--- src/sv/rbsi_pkg.sv ---
// Shared constants and types for the ray/box slab intersection unit.
package rbsi_pkg;

    localparam int COORD_WIDTH = 32;
    localparam int FRAC_BITS   = 16;
    localparam int NUM_AXES    = 3;
    localparam int CFG_IDX_W   = 3;

    // configuration register indexes
    localparam logic [CFG_IDX_W-1:0] REG_MIN_X = 3'd0;
    localparam logic [CFG_IDX_W-1:0] REG_MIN_Y = 3'd1;
    localparam logic [CFG_IDX_W-1:0] REG_MIN_Z = 3'd2;
    localparam logic [CFG_IDX_W-1:0] REG_MAX_X = 3'd3;
    localparam logic [CFG_IDX_W-1:0] REG_MAX_Y = 3'd4;
    localparam logic [CFG_IDX_W-1:0] REG_MAX_Z = 3'd5;

    // per-slab status carried from a lane to the merge stage
    typedef struct packed {
        logic zero;     // direction is zero on this axis
        logic outside;  // origin lies outside the slab
    } slab_flags_t;

endpackage

--- src/sv/rbsi_point.sv ---
// Point on the ray: o + trunc(t * d / 2^FB), saturated; three stages.
module rbsi_point #(
    parameter int CW = rbsi_pkg::COORD_WIDTH,
    parameter int FB = rbsi_pkg::FRAC_BITS
) (
    input  logic                 clk,
    input  logic                 en,
    input  logic signed [CW-1:0] o,
    input  logic signed [CW-1:0] t,
    input  logic signed [CW-1:0] d,
    output logic signed [CW-1:0] pt
);

    localparam int PW = 2 * CW;
    localparam int MW = PW - FB;
    localparam int SW = PW + 1;
    localparam logic signed [CW-1:0] MAXV = {1'b0, {(CW-1){1'b1}}};
    localparam logic signed [CW-1:0] MINV = {1'b1, {(CW-1){1'b0}}};
    localparam logic signed [SW-1:0] SMAX = SW'(MAXV);
    localparam logic signed [SW-1:0] SMIN = SW'(MINV);

    logic [CW-1:0]        a_reg, b_reg;
    logic                 s1_reg, s2_reg;
    logic signed [CW-1:0] o1_reg, o2_reg, pt_reg;
    logic [PW-1:0]        prod_reg;

    always_ff @(posedge clk)
    begin
        if (en)
        begin
            a_reg  <= t[CW-1] ? CW'(-t) : CW'(t);
            b_reg  <= d[CW-1] ? CW'(-d) : CW'(d);
            s1_reg <= t[CW-1] ^ d[CW-1];
            o1_reg <= o;
        end
    end

    always_ff @(posedge clk)
    begin
        if (en)
        begin
            prod_reg <= PW'(a_reg) * PW'(b_reg);
            s2_reg   <= s1_reg;
            o2_reg   <= o1_reg;
        end
    end

    logic [MW-1:0]        mag;
    logic signed [SW-1:0] term, sum;

    assign mag  = prod_reg[PW-1:FB];
    assign term = s2_reg ? -$signed(SW'(mag)) : $signed(SW'(mag));
    assign sum  = SW'(o2_reg) + term;

    always_ff @(posedge clk)
    begin
        if (en)
        begin
            if (sum > SMAX)
                pt_reg <= MAXV;
            else if (sum < SMIN)
                pt_reg <= MINV;
            else
                pt_reg <= sum[CW-1:0];
        end
    end

    assign pt = pt_reg;

endmodule

--- config.mk ---
export PLATFORM = sky130hd
export DESIGN_NAME = rbsi_point
export DESIGN_NICKNAME = d
export VERILOG_FILES = /design/src/sv/rbsi_pkg.sv /design/src/sv/rbsi_point.sv
export SDC_FILE = /design/constraint.sdc
export NUM_CORES = 2
export LEC_CHECK = 0
export ABC_AREA = 1
export BUFFER_PORTS_ARGS = -buffer_cell sky130_fd_sc_hd__buf_2
export CAP_MARGIN = 20
export CORE_ASPECT_RATIO = 1.4
export CORE_MARGIN = 1.5
export CORE_UTILIZATION = 46
export CTS_CLUSTER_SIZE = 16
export DETAILED_ROUTE_END_ITERATION = 12
export PLACE_DENSITY = 0.6
export RECOVER_POWER = 25
export SYNTH_ARGS = -nofsm -noshare
export SYNTH_HDL_FRONTEND = slang
export SYNTH_SLANG_ARGS = --single-unit
--- constraint.sdc ---
create_clock -name clk -period 17.3 [get_ports clk]
set_input_delay 0.865 -clock clk [delete_from_list [all_inputs] [get_ports clk]]
set_output_delay 0.865 -clock clk [all_outputs]
set_load 0.02 [all_outputs]
; ---- Word level (Yosys, flattened, before mapping)
; Cells that the tools add are included.
; Widths: inputs -> output; s select.
[word_totals]
register_bits = 226
inputBits = 98
out_inout_bits = 32
word_cells = 22
[classes]
addsub = 4
n_mul = 1
order_cmp = 2
mux = 4
bitwise_logic = 1
[ops]
columns = operator, n
row1 = $add 32x65->65, 1
row2 = $gt 65x32->1 const B, 1
row3 = $lt 65x32->1 const B, 1
row4 = $mux 65, 1
row5 = $neg 48->65, 1
row6 = $mul 32x32->64, 1
row7 = $neg 32->32, 2
row8 = $mux 31, 2
row9 = $mux 32, 1
row10 = $xor 1x1->1, 1

; ---- Depth between registers and ports, before layout
[logic_depth]
depth_word = 5
ltp_mapped = 37
depth_no_buf = 36

; ---- Least setup slack after synthesis
; Ideal clock, no wire load.
[synth_path]
path_kind = register -> register
from = register a_reg[16]
to = register prod_reg[60], data pin
arrival_ns = 6.465
t_required_ns = 17.040
setup_slack_ns = 10.575
path_stages_with_launch = 28
path_buffers = 1
period_less_slack_ns = 6.725
path_cell_list = edfxtp_1 -> clkbuf_1 -> nand2_1 -> inv_1 -> fa_1 -> inv_1 -> fa_1 -> fa_1 -> fa_1 -> inv_1 -> fa_1 -> inv_1 -> fa_1 -> inv_1 -> fa_1 -> fa_1 -> ha_1 -> nand2_1 -> nor2_1 -> inv_1 -> nor2_1 -> nand4_1 -> nand3_1 -> a21oi_1 -> o21ai_0 -> nand3_1 -> nand4_1 -> xor2_1
[synth_between]
elab_chain_cells = 1
[synth_lines]
columns = element, line
row1 = start: declaration, rbsi_point.sv:22  ; logic [CW-1:0] a_reg, b_reg;
row2 = start signal: assignment, rbsi_point.sv:31  ; a_reg <= t[CW-1] ? CW'(-t) : CW'(t);
row3 = $mul 32x32->64, rbsi_point.sv:42  ; prod_reg <= PW'(a_reg) * PW'(b_reg);
row4 = end signal: assignment, rbsi_point.sv:42
row5 = end: declaration, rbsi_point.sv:25  ; logic [PW-1:0] prod_reg;
; No other way between the ends.
; A chain may end at the register's enable or synchronous reset.

; ---- Worst setup path in the final report
[layout_path]
from = register a_reg[29]
to = register prod_reg[57], data pin
; The elaborated chain is that of the path after synthesis.

==> metrics <==
status=complete, but fails checks; failing checks=capacitance limit, slew limit; worst-skew pair later-pin latency=620 ps; # nets final=8,194; worst relative slew slack=-1.63; worst reg2reg path endpoint=prod_reg[57]; # DRC=0; Hold/Removal Path Class=input pin to flip-flop; CTS Buffer Depth=3; Final Hold Fails=0; crit end category=flip-flop; Total Wirelength=about 160,000 um; Initial Util=0.463; DR vias=about 42,000; CTS Hold Bufs=0; unrepaired setup endpoints after global routing=no; Num Clock Sinks=210; syn avg cell area=~7.4 sq um; Final Skew=roughly 18 ps; Die X-Extent=between 200 and 300 um; P&R area growth vs syn=6.07%; full die area=about 0.11 sq mm; total track usage=0.290; most common cell after layout, fill and taps aside=nand2_1; Inserted Clock Buffers=27; Critical Path Start Type=flip-flop; minimum clock period=slightly above 8000 ps; Least-Margin Pin Slew=~3900 ps; reg2reg setup slack=9210 ps; Final period util=0.468; Ports=130; pre-CTS setup slack=9300 ps; GP Congestion=between 1 and 1.5; Port Buffers=129; CTS clock-pin slew for the worst setup and hold paths=60 ps; Cell Area, Synth=0.0508 sq mm; starting DRC count in detailed routing=between 2,000 and 3,000; antenna violations before repair=1; Final setup viols=0; max cap viols=1; grt ovf=0; post-CTS setup buffers=0; worst r2r src=a_reg[29]; Antenna Cells=0; final worst setup slack=between 9000 and 10,000 ps; R2R depth=24; largest net degree at the start of global routing=76; clock root buffer=clkbuf_16; First-pass DRT Iterations=9; critical path arrival=8460 ps; Max Clk Rate=between 100 and 150 MHz; FP Rows=about 140; post-route setup TNS=0 ps; Inst Count DP=8,303; H-tree depth=1; Worst Path Required=around 18,000 ps; DP HPWL=~130,000 um; number of global-route vias before repair=about 45,000; CTS tree=built; yosys warns=0; WL/cell=roughly 19 um; max-slew violations=67; CP startpoint=a_reg[29]; critical path class=flip-flop to flip-flop; FF+latch count, synth=210; Die Y=396 um; Non-Filler Instances=between 8,000 and 9,000; most frequent cells in the layout=nand2_1 (2,041), inv_1 (2,018), fa_1 (896); fraction of layout cells with a size suffix above 1=0.0416; Post-Syn Nets=roughly 8,200; Post-CTS Resized=0; core footprint=about 0.11 sq mm; Vias/cell=a little over 5; first-pass GRT wire length=250,000 um; max reg flops=48; Distinct cells, synth=43; gate count of the mapped netlist=between 6,000 and 7,000; antenna-violating nets left=0; crit path max fanout=26; CP endpoint=prod_reg[57]; sequential share of the synthesized area=0.124
==> how the worst min path moves through the flow <==
stage / start / endpoint / slack [ps] / cells after the start
floorplan: o1_reg[0] / o2_reg[0] / 400 / 0
global placement: o1_reg[31] / o2_reg[31] / 400 / 0
detailed placement: o1_reg[12] / o2_reg[12] / 400 / 0
CTS: o[3] / o1_reg[3] / 380 / 1
global route: o[10] / o1_reg[10] / 390 / 1
finish: o[27] / o1_reg[27] / 410 / 1
==> synthesized netlist by cell type, drive strengths merged <==
master,n,area (sq um)
nand2,2057,7770
inv,2020,7580
fa,896,17900
nor2,354,1380
ha,327,4090
edfxtp,210,6310
clkbuf,202,758
a21oi,176,885
nand3,156,806
xor2,113,990
o21ai,71,355
xnor2,51,447
nor3,48,255
nand4,39,244
a31oi,25,156
nor4,24,150
nand3b,13,97.6
buf,10,90.1
o21bai,10,75.1
o21a,9,67.6
o31ai,7,52.6
a21o,6,45.0
and2,5,31.3
and3,5,31.3
or2,5,31.3
o211ai,4,30.0
a211oi,3,22.5
a21boi,3,22.5
clkinv,3,11.3
o311ai,3,26.3
o2111ai,1,8.76
o221ai,1,8.76
o41ai,1,8.76
==> cell type report <==
type,instances,area (sq um)
clock buffer,30,687
clock inverter,19,243
fill,10948,55900
inverter,2023,7590
multi-input combinational,4413,36000
sequential,210,6310
tap,1460,1830
timing repair buffer,198,1170
==> metal layers <==
metal | global-route usage | vias to the layer above | wire length [um]
met5 | 0 | - | 0
met4 | 0.128 | 0 | 8410
met3 | 0.0261 | 418 | 6990
met2 | 0.562 | 1281 | 86500
met1 | 0.317 | 20674 | 57500
li1 | - | 19745 | -
==> through the flow <==
step	area [sq um]	utilization	hold WS (ps)
2_1_floorplan	50800	-	400
3_3_place_gp	52900	0.482	405
3_5_place_dp	52900	0.482	405
4_1_cts	53800	0.491	376
5_1_grt	53900	0.491	393
6_report	53900	0.491	414
==> worst max-delay path, cell delays in order, from the launching register on <==
cell and delay, ps:
edfxtp_1 510, buf_4 450, nand2_1 150, fa_1 540, inv_1 50, fa_1 480
fa_1 510, inv_1 50, fa_1 500, inv_1 70, fa_1 480, fa_1 540
fa_1 500, inv_1 50, fa_1 470, inv_1 40, ha_1 410, nand2_1 160
nor2_1 160, inv_1 80, nor4_1 540, nand2_1 100, o211ai_1 590, a31oi_1 230
xnor2_1 180
==> kinds of logic after synthesis <==
family,synth area share
adders and majority gates,0.434
DFF,0.124
buffers and inverters,0.166
xor gates and xnor gates,0.0283
and+or+nand+nor,0.213
AOI/OAI and AO/OA,0.0347
Power is not shown: default switching activity piles up to over one toggle a cycle in this logic, so the estimate is an artifact.
