===== src/sv/rbsi_pkg.sv =====
// Shared constants and types for the ray/box slab intersection unit.
package rbsi_pkg;

    localparam int COORD_WIDTH = 32;
    localparam int FRAC_BITS   = 16;
    localparam int NUM_AXES    = 3;
    localparam int CFG_IDX_W   = 3;

    // configuration register indexes
    localparam logic [CFG_IDX_W-1:0] REG_MIN_X = 3'd0;
    localparam logic [CFG_IDX_W-1:0] REG_MIN_Y = 3'd1;
    localparam logic [CFG_IDX_W-1:0] REG_MIN_Z = 3'd2;
    localparam logic [CFG_IDX_W-1:0] REG_MAX_X = 3'd3;
    localparam logic [CFG_IDX_W-1:0] REG_MAX_Y = 3'd4;
    localparam logic [CFG_IDX_W-1:0] REG_MAX_Z = 3'd5;

    // per-slab status carried from a lane to the merge stage
    typedef struct packed {
        logic zero;     // direction is zero on this axis
        logic outside;  // origin lies outside the slab
    } slab_flags_t;

endpackage


===== src/sv/rbsi_merge.sv =====
// Merges the three slab intervals into the hit test, interval and distance.
module rbsi_merge #(
    parameter int CW = rbsi_pkg::COORD_WIDTH
) (
    input  logic                 clk,
    input  logic                 en,
    input  logic signed [CW-1:0] t_near [rbsi_pkg::NUM_AXES],
    input  logic signed [CW-1:0] t_far  [rbsi_pkg::NUM_AXES],
    input  rbsi_pkg::slab_flags_t flags [rbsi_pkg::NUM_AXES],
    output logic                 hit,
    output logic                 ahead,
    output logic                 inside_res,
    output logic signed [CW-1:0] t_entry,
    output logic signed [CW-1:0] t_exit,
    output logic signed [CW-1:0] distance
);

    localparam logic signed [CW-1:0] MAXV = {1'b0, {(CW-1){1'b1}}};
    localparam logic signed [CW-1:0] MINV = {1'b1, {(CW-1){1'b0}}};

    logic signed [CW-1:0] ent, lea;
    logic                 miss;

    always_comb
    begin
        ent  = MINV;
        lea  = MAXV;
        miss = 1'b0;
        for (int a = 0; a < rbsi_pkg::NUM_AXES; a++)
        begin
            if (flags[a].zero)
            begin
                if (flags[a].outside)
                    miss = 1'b1;
            end
            else
            begin
                if (t_near[a] > ent)
                    ent = t_near[a];
                if (t_far[a] < lea)
                    lea = t_far[a];
            end
        end
        if (ent > lea)
            miss = 1'b1;
    end

    logic                 hit_reg, ahead_reg, inside_reg;
    logic signed [CW-1:0] entry_reg, exit_reg, dist_reg;

    always_ff @(posedge clk)
    begin
        if (en)
        begin
            hit_reg    <= !miss;
            ahead_reg  <= !miss && !lea[CW-1];
            inside_reg <= !miss && ent[CW-1];
            entry_reg  <= ent;
            exit_reg   <= lea;
            dist_reg   <= ent[CW-1] ? lea : ent;
        end
    end

    assign hit        = hit_reg;
    assign ahead      = ahead_reg;
    assign inside_res = inside_reg;
    assign t_entry    = entry_reg;
    assign t_exit     = exit_reg;
    assign distance   = dist_reg;

endmodule


===== config.mk =====
export PLATFORM = sky130hd
export DESIGN_NAME = rbsi_merge
export DESIGN_NICKNAME = d
export VERILOG_FILES = /design/src/sv/rbsi_pkg.sv /design/src/sv/rbsi_merge.sv
export SDC_FILE = /design/constraint.sdc
export NUM_CORES = 1
export LEC_CHECK = 0
export BUFFER_PORTS_ARGS = -buffer_cell sky130_fd_sc_hd__buf_4
export CAP_MARGIN = 20
export CORE_MARGIN = 1
export CORE_UTILIZATION = 40
export CTS_BUF_LIST = sky130_fd_sc_hd__clkbuf_2
export DETAILED_ROUTE_END_ITERATION = 7
export GPL_TIMING_DRIVEN = 0
export PLACE_DENSITY_LB_ADDON = 0.12
export SYNTH_ARGS = -nofsm -noshare
export SYNTH_HDL_FRONTEND = slang
export SYNTH_SLANG_ARGS = --single-unit

===== constraint.sdc =====
create_clock -name clk -period 18.93 [get_ports clk]
set_clock_uncertainty 0.05 [all_clocks]
set_input_delay 0.9465 -clock clk [delete_from_list [all_inputs] [get_ports clk]]
set_output_delay 0.9465 -clock clk [all_outputs]
set_load 0.02 [all_outputs]

# ---- After elaboration in Yosys (flattened, before gate mapping)
# Cells that the tools add are included.
dict set report word_totals {
  regBits 99
  inputBits 200
  output_inout_bits 99
}
dict set report op_classes {
  magnitude_cmp 7
  mux 20
  reduce_logical 4
}
# operator count
set ops {}
lappend ops {{2-to-1 mux 32 bit} 12}
lappend ops {{> comparator 32 bit} 3}
lappend ops {{less-than comparator 32 bit} 2}
lappend ops {{> comparator 32 bit, second input constant} 1}
lappend ops {{less-than comparator 32 bit, second input constant} 1}
lappend ops {{2-to-1 mux 31 bit} 1}
lappend ops {{2-to-1 mux 1 bit} 7}
lappend ops {{logical AND 1 bit} 2}
lappend ops {{zero test 1 bit} 2}

# ---- Logic depth before layout (Yosys ltp)
# Gate-level depths: netlist (run 1).
dict set report depth {
  ltp_word 13
  ltp_mapped 39
  depth_no_buf 35
}

# ---- Worst setup path before layout (run 1)
# OpenSTA, ideal clock, no wires.
dict set report synth_path {
  path_kind {input-to-reg}
  start {in t_near[95] in the netlist's numbering}
  end {reg ahead_reg, in the netlist ahead, data pin}
  t_arrival_ns 8.525
  path_slack_ns 10.188
  stages 37
  path_buffers 4
  path_cell_list {nor4b_1 -> nand4_1 -> nor2_1 -> nor2_1 -> clkbuf_1 -> nand2_1 -> ha_1 -> a2111oi_2 -> o221ai_1 -> a31oi_1 -> o21ai_1 -> or3_1 -> a211o_1 -> buf_6 -> buf_6 -> mux2_2 -> ha_1 -> a21oi_1 -> o22ai_1 -> or4_1 -> a31oi_1 -> o22ai_1 -> or3_1 -> a21boi_1 -> buf_2 -> mux2_2 -> ha_1 -> a21o_1 -> a21o_1 -> a21o_1 -> a21o_1 -> a21oi_1 -> o21a_1 -> o32ai_1 -> a211oi_1 -> a41oi_1 -> a211oi_1}
}
dict set report synth_via {
  elab_chain_cells 13
}
# item line_no
set synth_rtl {}
lappend synth_rtl {{start: declaration} rbsi_merge.sv:7} ;# input logic signed [CW-1:0] t_near [rbsi_pkg::NUM_AXES],
lappend synth_rtl {{> comparator 32 bit} rbsi_merge.sv:38} ;# if (t_near[a] > ent)
lappend synth_rtl {{2-to-1 mux 32 bit *} rbsi_merge.sv:38}
lappend synth_rtl {{2-to-1 mux 32 bit *} rbsi_merge.sv:31} ;# if (flags[a].zero)
lappend synth_rtl {{> comparator 32 bit} rbsi_merge.sv:38}
lappend synth_rtl {{2-to-1 mux 32 bit} rbsi_merge.sv:38}
lappend synth_rtl {{2-to-1 mux 32 bit *} rbsi_merge.sv:31}
lappend synth_rtl {{> comparator 32 bit} rbsi_merge.sv:38}
lappend synth_rtl {{2-to-1 mux 32 bit} rbsi_merge.sv:38}
lappend synth_rtl {{2-to-1 mux 32 bit *} rbsi_merge.sv:31}
lappend synth_rtl {{via ent[17]} rbsi_merge.sv:21} ;# logic signed [CW-1:0] ent, lea;
lappend synth_rtl {{> comparator 32 bit *} rbsi_merge.sv:44} ;# if (ent > lea)
lappend synth_rtl {{2-to-1 mux 1 bit *} rbsi_merge.sv:44}
lappend synth_rtl {{zero test 1 bit *} rbsi_merge.sv:56} ;# ahead_reg <= !miss && !lea[CW-1];
lappend synth_rtl {{logical AND 1 bit *} rbsi_merge.sv:56}
lappend synth_rtl {{end signal: assignment} rbsi_merge.sv:56}
lappend synth_rtl {{end: declaration} rbsi_merge.sv:48} ;# logic hit_reg, ahead_reg, inside_reg;
# The timed path passes the listed nets; every way through them passes the cells marked *.
# A chain may end at the register's enable or synchronous reset.

# ---- Final worst setup path (run 1)
dict set report layout_path {
  start {in flags[5] in the netlist's numbering}
  end {reg ahead_reg, in the netlist ahead, data pin}
}
dict set report layout_via {
  elab_chain_cells 11
  word_cells_on_any_way 24
  classes_between {order compare (5); mux (16); reduce/logical (3)}
}
# item line_no
set layout_rtl {}
lappend layout_rtl {{start: declaration} rbsi_merge.sv:9} ;# input rbsi_pkg::slab_flags_t flags [rbsi_pkg::NUM_AXES],
lappend layout_rtl {{2-to-1 mux 32 bit *} rbsi_merge.sv:31}
lappend layout_rtl {{> comparator 32 bit} rbsi_merge.sv:38}
lappend layout_rtl {{2-to-1 mux 32 bit} rbsi_merge.sv:38}
lappend layout_rtl {{2-to-1 mux 32 bit *} rbsi_merge.sv:31}
lappend layout_rtl {{> comparator 32 bit} rbsi_merge.sv:38}
lappend layout_rtl {{2-to-1 mux 32 bit} rbsi_merge.sv:38}
lappend layout_rtl {{2-to-1 mux 32 bit *} rbsi_merge.sv:31}
lappend layout_rtl {{via ent[17]} rbsi_merge.sv:21}
lappend layout_rtl {{> comparator 32 bit *} rbsi_merge.sv:44}
lappend layout_rtl {{2-to-1 mux 1 bit *} rbsi_merge.sv:44}
lappend layout_rtl {{zero test 1 bit *} rbsi_merge.sv:56}
lappend layout_rtl {{logical AND 1 bit *} rbsi_merge.sv:56}
# Marks and branches as above.

==> metrics.cfg, run 1 <==
[status]
status = finished, final reports clean

[clock_tree]
clockRootBuffer = clkbuf_2
postCtsHoldBufs = 0
cts_tree = built
clkSinkCount = 99
cts_setup_buffers = 0
cts_buffers = 9
clk_pin_slew_ns = 0.30
clk_path_buf_depth = 2
ctsResizeCount = 0
cts_htree_levels = 3

[die]
core_um2 = 23610
die_x_um = 157.5
die_area_um2 = 24800
ios = 299
initial_core_util = 0.4096
die_y_um = 157.5
row_count = 56

[worst_setup_path]
worstSetupStartpointType = input pin
crit_fanout = 10
critical_path_class = input pin to flop
path_common_cell = a21o_1
worst-endpoint-required_ns = 19.32
endpoint_kind = flop
max_stage_delay_ns = 0.72
worst_ep_arrival_time_ns = 10.83
critPathSlowestCell = nor2_1

[worst_hold_path]
hold_path_class = input pin to flop
min_from = t_far[8]
whs_endpoint = t_exit[8]
min_path_cells = 3

[route]
via_count = 8749
antenna_left = 0
dr.first_iter.drc_count = 526
route.detailed.drc = 0
firstDrtPassIters = 6
viasPerCell = 5.255
wl_per_cell_um = 18.70
routed_wl_um = 31140

[timing]
worstMarginPinSlew_ns = 0.8306
fin_crit_ns = 10.44
clock.fmax_ghz = 0.09577
final.setup.tns_ns = 0
rsz0062_at_grt = false
setup_violations = 0
hold_ws_ns = 0.6284
fin_crit_sh = 0.5516
worst_slack_ns = 8.488
hold_violations = 0
slew_headroom = 0.4463
finalMaxSlewViolations = 0

[placement]
dp_slack_ns = 8.102
hpwl_um = 26940
placedInstanceArea_um2 = 12330
io_buffers = 297
gp_congestion = 0.8918
placed_cells = 1649

[global_routing]
grt_pass1_wl_um = 45420
antenna_found_initial = 0
grt_pass1_vias = 8218
grt_max_degree = 62
grt_usage = 0.2490
grt_overflow = 0

[pwr]
leakage_nw = 6.232
powerDensity_nw_per_um2 = 71.30
ir_worst_vdd_mv = 0.05410

[synthesis]
synthArstFlopShare = 0
synth.avg_cell_area_um2 = 9.372
synth-main-ff-cell = edfxtp_1
syn_nets = 1390
syn_inst = 1032
synth_area_um2 = 9672
synth_seq_cells = 99
synth_edf_count = 99
synth.distinct_cells = 59
ys_seq_area_frac = 0.3074
yosysWarnings = 0

[finish]
antenna_cells = 0
nets = 1699
stdcell_count = 1665
drive_gt1_frac = 0.2883
area_growth_pct = 29.13
design_area_um2 = 12490

[run]
drv_cap = 0

[cell usage after synthesis, drive strengths merged (5+ instances only)]
master,instances,share of area
a21o,27,0.021
inv,165,0.064
nand3,28,0.014
mux2i,96,0.099
clkbuf,7,0.0027
edfxtp,99,0.31
nor2b,5,0.0032
nor3,17,0.0088
a211oi,6,0.0057
buf,26,0.020
nand2b,10,0.0065
nand4,39,0.025
nand2,89,0.035
o311ai,23,0.025
mux2,33,0.040
ha,158,0.20
o21ai,32,0.017
nor2,59,0.023
nor4,12,0.0084
a21oi,47,0.025
o21a,9,0.0070
[final cells by class]
| cell class | instances | area, um2 |
|---|---|---|
| Buffer | 33 | 217.7 |
| Clock buffer | 9 | 45.04 |
| Clock inverter | 7 | 116.4 |
| Fill cell | 2252 | 11120 |
| Inverter | 165 | 619.3 |
| Multi-Input combinational cell | 735 | 5862 |
| Sequential cell | 99 | 2973 |
| Tap cell | 319 | 399.1 |
| Timing Repair Buffer | 298 | 2257 |
[critical path, delay by kind of cell]
kind,cells,cell delay (ns)
compound gates,18,4.41
fa+ha+maj,3,0.95
buf+inv,6,1.64
mux,2,0.69
simple gates,6,2.16
[logic make-up (layout without fill, tap and decap cells)]
family                   count (synthesis)  count (layout)  share of synthesized area
AO/OA/AOI/OAI                          175             175                     0.1272
XOR/XNOR                                 1               1                  0.0009057
adder cells (fa/ha/maj)                158             158                     0.2044
buffers and inverters                  198             512                    0.08655
flip-flops                              99              99                     0.3074
multiplexers                           129             129                     0.1393
AND/OR/NAND/NOR                        272             272                     0.1343
[metal layers]
layer  vias to the layer above  global-route usage  part of all wire
met5                         -                   0                 0
met4                         0             0.05409             0.020
met3                        29             0.04378             0.066
met2                       283              0.4161              0.47
met1                      4060              0.3338              0.44
li1                       4377                   -                 -
[worst max-delay path by stage]
stage                     startpoint  endpoint  slack (ns)  cells after the start
final                       flags[5]     ahead        8.49                     35
after detailed placement    flags[5]     ahead        8.10                     35
after global placement      flags[5]     ahead        8.19                     35
after CTS                   flags[5]     ahead        8.69                     35
after global routing      t_near[66]     ahead        7.81                     38
after floorplan           t_near[95]     ahead       10.19                     37
[stage by stage]
step	power, mW	utilization
2_1_floorplan	0.5840	-
3_3_place_gp	0.7632	0.5209
3_5_place_dp	0.7680	0.5221
4_1_cts	0.8971	0.5289
5_1_grt	0.9487	0.5289
6_report	0.8904	0.5289
[cell usage in the layout (no fill, tap or decap), drive strengths merged, types with 5 or more instances in the layout]
master and count:
nor4 12, nor3 17, nand4 39, mux2 33
o311ai 23, o21ai 32, buf 324, a211oi 6
a21oi 47, nand2b 10, ha 158, inv 168
nor2 59, clkbuf 16, o21a 9, nand2 89
nor2b 5, edfxtp 99, nand3 28, mux2i 96
a21o 27
[where the power goes]
part | switching, mW | total [mW] | leakage (nW) | internal [mW]
registers | 0.0133 | 0.305 | 0.967 | 0.292
clock network | 0.0800 | 0.128 | 0.0933 | 0.0477
logic | 0.262 | 0.458 | 5.17 | 0.196
Power figures use the tool's default switching activity.
==> inputs of run 2 (changes only) <==
Settings changed: ABC_AREA from default to 1.
Clock period 18.93 ns to 9 ns, I/O delays scaled along.
==> metrics.cfg, run 2 <==
[status]
status = finished, final reports clean

[route]
dr.first_iter.drc_count = 569  ; +8.2%
firstDrtPassIters = 5  ; -1
routed_wl_um = 33270  ; +6.8%
wl_per_cell_um = 18.88  ; +0.94%
antenna_left = 0  ; unchanged
via_count = 9452  ; +8.0%
route.detailed.drc = 0  ; unchanged
viasPerCell = 5.364  ; +2.1%

[synthesis]
syn_nets = 1525  ; +9.7%
synth_area_um2 = 9104  ; -5.9%
synth_edf_count = 99  ; unchanged
ys_seq_area_frac = 0.3266  ; +0.01918
synth.avg_cell_area_um2 = 7.801  ; -17%
synth.distinct_cells = 39  ; -34%
synth.most_common_cell = nand2_1
synthArstFlopShare = 0  ; unchanged
yosysWarnings = 0  ; unchanged
synth_seq_cells = 99  ; unchanged
yosysTopAreaCell = edfxtp_1
synthTopCellsByCount = nand2_1, ha_1, a21oi_1
synth-main-ff-cell = edfxtp_1
syn_inst = 1167  ; +13%
synth_top_area_share = 0.3266  ; +0.01918
ys_top_cells_by_area = edfxtp_1, ha_1, nand2_1

[global_routing]
antenna_found_initial = 1  ; +1
grt_usage = 0.2820  ; +0.03296
grt_overflow = 0  ; unchanged
grt_max_degree = 75  ; +21%
grt_pass1_wl_um = 49690  ; +9.4%
grt_pass1_vias = 8803  ; +7.1%

[timing]
final.setup.tns_ns = 0  ; unchanged
hold_ws_ns = 0.1881  ; -0.4403 ns
setup_violations = 0  ; unchanged
rsz0062_at_grt = false
fin_crit_sh = 0.9030
slew_headroom = 0.4063  ; -0.03997
finalMaxSlewViolations = 0  ; unchanged
fin_crit_ns = 8.127
clock.fmax_ghz = 0.1231
worstMarginPinSlew_ns = 0.8812  ; +0.05064 ns
hold_violations = 0  ; unchanged

[clock_tree]
clk_pin_slew_ns = 0.32  ; +0.02 ns
clockRootBuffer = clkbuf_2
cts_buffers = 9  ; unchanged
cts_htree_levels = 3  ; unchanged
cts_tree = built
clkSinkCount = 99  ; unchanged
postCtsHoldBufs = 0  ; unchanged
clk_path_buf_depth = 2  ; unchanged

[placement]
io_buffers = 297  ; unchanged
hpwl_um = 28510  ; +5.8%
placedInstanceArea_um2 = 11710  ; -5.0%
gp_congestion = 0.9485  ; +6.4%
placed_cells = 1745  ; +5.8%

[finish]
seq_area_um2 = 2973  ; unchanged
n_fill_cell = 2177  ; -3.3%
layout_commonest_cell = buf_4
design_area_um2 = 11860  ; -5.1%
nets = 1834  ; +7.9%
multi_input_area_um2 = 5428  ; -7.4%
drive_gt1_frac = 0.2660  ; -0.02223
area_growth_pct = 30.22
stdcell_count = 1762  ; +5.8%
layout_common_cells = buf_4, nand2_1, ha_1

[die]
row_count = 54  ; -3.6%
core_um2 = 22090  ; -6.4%
ios = 299  ; unchanged
die_area_um2 = 23370  ; -5.8%
die_x_um = 152.9  ; -2.9%
die_y_um = 152.9  ; -2.9%
initial_core_util = 0.4121  ; +0.002450

[worst_setup_path]
worstSetupStartpointType = input pin
critical_path_class = input pin to flop
setup.worst_path.end = inside_res
path_common_cell = nand2_1
worst-endpoint-required_ns = 9.34  ; -9.98 ns
crit_fanout = 10  ; unchanged
worst_ep_arrival_time_ns = 8.47  ; -2.36 ns
critPathSlowestCell = nor4_1
critPathLaunch = flags[5]
max_stage_delay_ns = 0.50  ; -0.22 ns
endpoint_kind = flop

[pwr]
total_power_mw = 2.009  ; +130%
leakage_nw = 6.120  ; -1.8%
ir_worst_vdd_mv = 0.06994  ; +29%
powerDensity_nw_per_um2 = 169.4  ; +140%

[worst_hold_path]
hold_path_class = input pin to flop

[run]
drv_cap = 0  ; unchanged

==> run 2: metrics by stage <==
stage | setup WS [ns] | util
2_1_floorplan | 2.484 | -
3_3_place_gp | 0.4034 | 0.5288
3_5_place_dp | 0.3447 | 0.5301
4_1_cts | 1.004 | 0.5364
5_1_grt | 0.06468 | 0.5366
6_report | 0.8732 | 0.5366
==> run 2: repair_timing <==
| action | CTS | global route |
|---|---|---|
| setup endpoints to repair | 0 | 1 |
| buffers inserted | 0 | 0 |
| resized for setup | 0 | 2 |
==> run 2: cell type report <==
cell class | count | area share
multi-input combinational | 890 | 0.4578
sequential | 99 | 0.2508
timing repair buffer | 298 | 0.1904
inverter | 135 | 0.04274
tap | 280 | 0.02955
buffer | 43 | 0.01668
clock inverter | 7 | 0.008021
clock buffer | 9 | 0.003799
antenna | 1 | 0.0002111
==> run 2: worst min path at each step <==
stage	start	endpoint	slack, ns	cells after the start
CTS	t_far[3]	t_exit[3]	0.16	5
global route	t_near[7]	t_entry[7]	0.17	3
global placement	distance[30]	distance[30]	0.83	1
floorplan	en	ahead	0.51	0
finish	t_far[5]	t_exit[5]	0.19	5
detailed placement	t_exit[30]	t_exit[30]	0.83	1
==> run 2: logic make-up (layout without fill, tap and decap cells) <==
family          after synthesis  after routing  synth area share
xor+xnor                      1              1         0.0009622
flops                        99             99            0.3266
buf+inv                     178            492           0.07724
simple gates                513            513            0.2489
compound gates              218            218            0.1292
other cells                   0              1                 0
fa+ha+maj                   158            158            0.2172
==> run 2: where the power goes <==
part / internal (mW) / switching, mW / leakage (nW)
Sequential: 0.634 / 0.0292 / 0.972
Combinational: 0.399 / 0.697 / 5.07
Clock: 0.0734 / 0.175 / 0.0833
==> run 2: worst max-delay path: cells and delay by family <==
kind / cells / cell delay, ns
buffers and inverters: 6 / 1.47
adder cells (fa/ha/maj): 3 / 1.04
AO/OA/AOI/OAI: 14 / 3.10
AND/OR/NAND/NOR: 16 / 2.29
XOR/XNOR: 1 / 0.10
==> run 2: metal layers <==
metal,GRT usage,vias up,wire (um)
met3,0.03119,42,2304
met1,0.3931,4342,15010
met4,0.07792,0,695
met5,0,-,0
met2,0.4618,428,15250
li1,-,4640,-
